==> src/rtl/sih_pkg.sv <==
`timescale 1ns / 1ps
// ----------------------------------------------------------------------------
// sih_pkg: shared constants for the string intern hash table
// Sizes, the FNV-1a offset basis and status codes used by sih_fnv and the table.
// ----------------------------------------------------------------------------
package sih_pkg;

    localparam int SLOTS       = 4096;
    localparam int SLOT_W      = $clog2(SLOTS);
    localparam int STORE_BYTES = 65536;
    localparam int STORE_AW    = $clog2(STORE_BYTES);
    localparam int USED_W      = STORE_AW + 1;
    localparam int MAX_LEN     = 256;
    localparam int STG_AW      = $clog2(MAX_LEN);
    localparam int LEN_W       = $clog2(MAX_LEN + 2);

    localparam int HANDLE_W  = 12;
    localparam int OFFSET_W  = 16;
    localparam int ENTRIES_W = 13;
    localparam int SAVED_W   = 32;
    localparam int STATUS_W  = 3;
    localparam int HASH_W    = 64;

    // Slot word: valid, hash, length, offset
    localparam int SLOT_DW = 1 + HASH_W + LEN_W + STORE_AW;

    localparam logic [HASH_W-1:0] FNV_BASIS = 64'd14695981039346656037;

    localparam logic [STATUS_W-1:0] ST_FOUND      = 3'd0;
    localparam logic [STATUS_W-1:0] ST_INSERTED   = 3'd1;
    localparam logic [STATUS_W-1:0] ST_TOO_LONG   = 3'd2;
    localparam logic [STATUS_W-1:0] ST_TABLE_FULL = 3'd3;
    localparam logic [STATUS_W-1:0] ST_STORE_FULL = 3'd4;

endpackage

==> src/rtl/sih_fnv.sv <==
`timescale 1ns / 1ps
// ----------------------------------------------------------------------------
// sih_fnv: one FNV-1a byte step
// Xor the byte in and multiply by the 64-bit prime 2^40 + 435 as shift-adds.
// ----------------------------------------------------------------------------
module sih_fnv (
    input  logic [sih_pkg::HASH_W-1:0] hash_in,
    input  logic [7:0]                 byte_in,
    output logic [sih_pkg::HASH_W-1:0] hash_out
);

    logic [sih_pkg::HASH_W-1:0] x;

    assign x = hash_in ^ {56'd0, byte_in};

    // 435 = 256 + 128 + 32 + 16 + 2 + 1
    assign hash_out = (x << 40) + (x << 8) + (x << 7) + (x << 5) + (x << 4)
                    + (x << 1) + x;

endmodule

==> config.mk <==
export PLATFORM = sky130hd
export DESIGN_NAME = sih_fnv
export DESIGN_NICKNAME = d
export VERILOG_FILES = /design/src/rtl/sih_pkg.sv /design/src/rtl/sih_fnv.sv
export SDC_FILE = /design/constraint.sdc
export NUM_CORES = 1
export LEC_CHECK = 0
export ABC_AREA = 1
export BUFFER_PORTS_ARGS = -buffer_cell sky130_fd_sc_hd__buf_2
export CAP_MARGIN = 20
export CORE_MARGIN = 2
export CORE_UTILIZATION = 26
export DETAILED_ROUTE_END_ITERATION = 12
export SLEW_MARGIN = 20
export SYNTH_ARGS = -nofsm -noshare
export SYNTH_HDL_FRONTEND = slang
export SYNTH_SLANG_ARGS = --single-unit
==> constraint.sdc <==
create_clock -name vclk -period 7.1
set_clock_uncertainty 0.2 [all_clocks]
set_input_delay 1.42 -clock vclk [all_inputs]
set_output_delay 1.42 -clock vclk [all_outputs]
set_load 0.05 [all_outputs]
==> results.sh <==
export IMPL_synth_area_leaders="fa_1 (39%), inv_1 (20%), nand2_1 (16%)"
export IMPL_wl_per_cell_um=14.73
export IMPL_initial_core_util_pct=26.18
export IMPL_gp_congestion=0.9654
export IMPL_relSlewSlack_pct=75.65
export IMPL_maxSlewViolCount=0
export IMPL_arrival_ns=5.48
export IMPL_top_layer="met4"
export IMPL_syn_instance_count=1899
export IMPL_violations="setup timing"
export IMPL_utilization_pct=40.44
export IMPL_finalHoldViolations=0
export IMPL_end_kind="output pin"
export IMPL_cp_required_ns=5.48
export IMPL_grt_start_max_net_pins=8
export IMPL_finalCritPeriodShare_pct=100.0
export IMPL_drt_initial_drc_count=641
export IMPL_grt_ovfl_total=0
export IMPL_via_per_inst=4.210
export IMPL_ys_types=24
export IMPL_wl_um=43540
export IMPL_rows=81
export IMPL_setup_viol=1
export IMPL_setup_ws_ns=-0.0002598
export IMPL_grt_pass1_wl_um=66230
export IMPL_tightestPinTransition_ns=0.3649
export IMPL_vias=12440
export IMPL_synth_area_mm2=0.01273
export IMPL_io_pins=136
export IMPL_final_cell_mix="inv_1 (627), nand2_1 (423), buf_4 (257), fa_1 (242), nand2_2 (108)"
export IMPL_regArea_um2=0
export IMPL_layout_nets=2762
export IMPL_syn_nets=2326
export IMPL_timing_critical_path_buf_inv=8
export IMPL_final_common_cell="inv_1"
export IMPL_ctsHoldBuffers=0
export IMPL_critPathSlowestCell="fa_1"
export IMPL_final_antenna_net_count=0
export IMPL_die_w_um=225.3
export IMPL_wl_met1_um=20290
export IMPL_run_status="finished, violations left"
export IMPL_max_stage_delay_ns=0.53
export IMPL_yosys_area_top_type="fa_1"
export IMPL_dpl_hpwl_um=38740
export IMPL_start_kind="input port"
export IMPL_cpLargestDelayFamily="adder cells"
export IMPL_rsz0062_at_grt="yes"
export IMPL_n_fill_cell=5019
export IMPL_drt_first_pass_iters=4
export IMPL_drc=0
export IMPL_diodes=0
export IMPL_period_minus_slack_ns=7.100
export IMPL_track_usage_pct=16.93
export IMPL_crit_type="input port to output pin"
export IMPL_die_h_um=225.3
export IMPL_antenna_found_initial=0
export IMPL_coreArea_mm2=0.04865
export IMPL_crit_chain="buf_2 -> clkinvlp_4 -> buf_12 -> fa_1 -> inv_1 -> fa_1 -> inv_1 -> fa_1 -> inv_1 -> fa_1 -> ha_4 -> nand2_4 -> nor2_4 -> nand2_2 -> inv_2 -> nand2_2 -> nor3_2 -> nand2_1 -> nand3_1 -> nand2_1 -> nand2_2 -> buf_8"
export IMPL_yosysTopAreaCellShare_pct=38.52
export IMPL_crit_top_cell="fa_1"
export IMPL_ys_seq_area_share_pct=0
export IMPL_clock_fmax_ghz=0.1408
export IMPL_maxCapViolations=0
export IMPL_grt_pass1_vias=12193
export IMPL_clockBufferCount=0
export IMPL_worst_path_max_fanout=5
export IMPL_ys_warn_count=0
export IMPL_port_buffers=136
export IMPL_layout_drive_gt1_share_pct=36.18
export IMPL_wl_met3_um=1882
export IMPL_synth_avg_cell_area_um2=6.705
export IMPL_met2WireLength_um=20950
export IMPL_syn2layout_area_growth_pct=54.49
export IMPL_dieArea_mm2=0.05076
export IMPL_min_path_type="input port to output pin"
export IMPL_seq_cells=0
## stage by stage
stage	cells	cell area, um2	setup WS, ns	hold slack, ns	TNS [ns]
floorplan	1899	12930	-0.03488	3.041	-0.03488
finish	2955	19670	-0.0002598	3.229	-0.0002598
global route	2955	19670	-0.1842	3.270	-2.691
CTS	2902	17570	-0.04882	3.246	-0.3582
detailed placement	2896	16960	-0.2406	3.244	-5.223
global placement	2896	16960	-0.2933	3.233	-5.392
## worst min-delay path, cell delays in order
cell and delay, ns:
buf_2 0.10, xnor2_2 0.07, xnor2_1 0.16, inv_1 0.05, buf_2 0.20
## worst paths after layout
kind / cells past startpoint / endpoint / slack, ns / start
setup / recovery: 22 / hash_out[59] / -0.0003 / hash_in[47]
hold / removal: 5 / hash_out[1] / 3.23 / hash_in[1]
## synthesized netlist by cell type, types with 8 or more instances
| master | number |
|---|---|
| nand2_2 | 8 |
| nand3_2 | 10 |
| nand4_1 | 22 |
| xnor2_1 | 16 |
| nand2_1 | 550 |
| nand3_1 | 58 |
| inv_1 | 675 |
| nor2_1 | 81 |
| xor2_1 | 35 |
| fa_1 | 245 |
| a21oi_1 | 38 |
| ha_1 | 110 |
| nor2_2 | 16 |
## layer usage
layer,vias up,global-route usage (%)
li1,6185,-
met1,5955,24.45
met2,276,29.07
met5,-,0
met3,24,0.9257
met4,0,1.196
## kinds of logic (layout without fill, tap and decap cells)
| kind of cell | count (synthesis) | in the layout | synth area share, % |
|---|---|---|---|
| xor+xnor | 52 | 52 | 3.636 |
| fa+ha+maj | 355 | 355 | 49.33 |
| compound gates | 49 | 49 | 2.024 |
| simple gates | 764 | 764 | 25.00 |
| buf+inv | 679 | 1113 | 20.02 |
## layout make-up
type,count,area [um2],share of cell area (%)
Timing Repair Buffer,434,3964,20.15
Multi-Input combinational cell,1220,12310,62.60
Inverter,679,2615,13.29
Tap cell,622,778.2,3.956
## timing repair
| action | in CTS | in global routing |
|---|---|---|
| pin swaps | 5 | 95 |
| setup endpoints to repair | 47 | 51 |
| resized for setup | 119 | 388 |
| setup buffers | 6 | 54 |
Power is not shown: default switching activity piles up to over one toggle a cycle in this logic, so the estimate is an artifact.
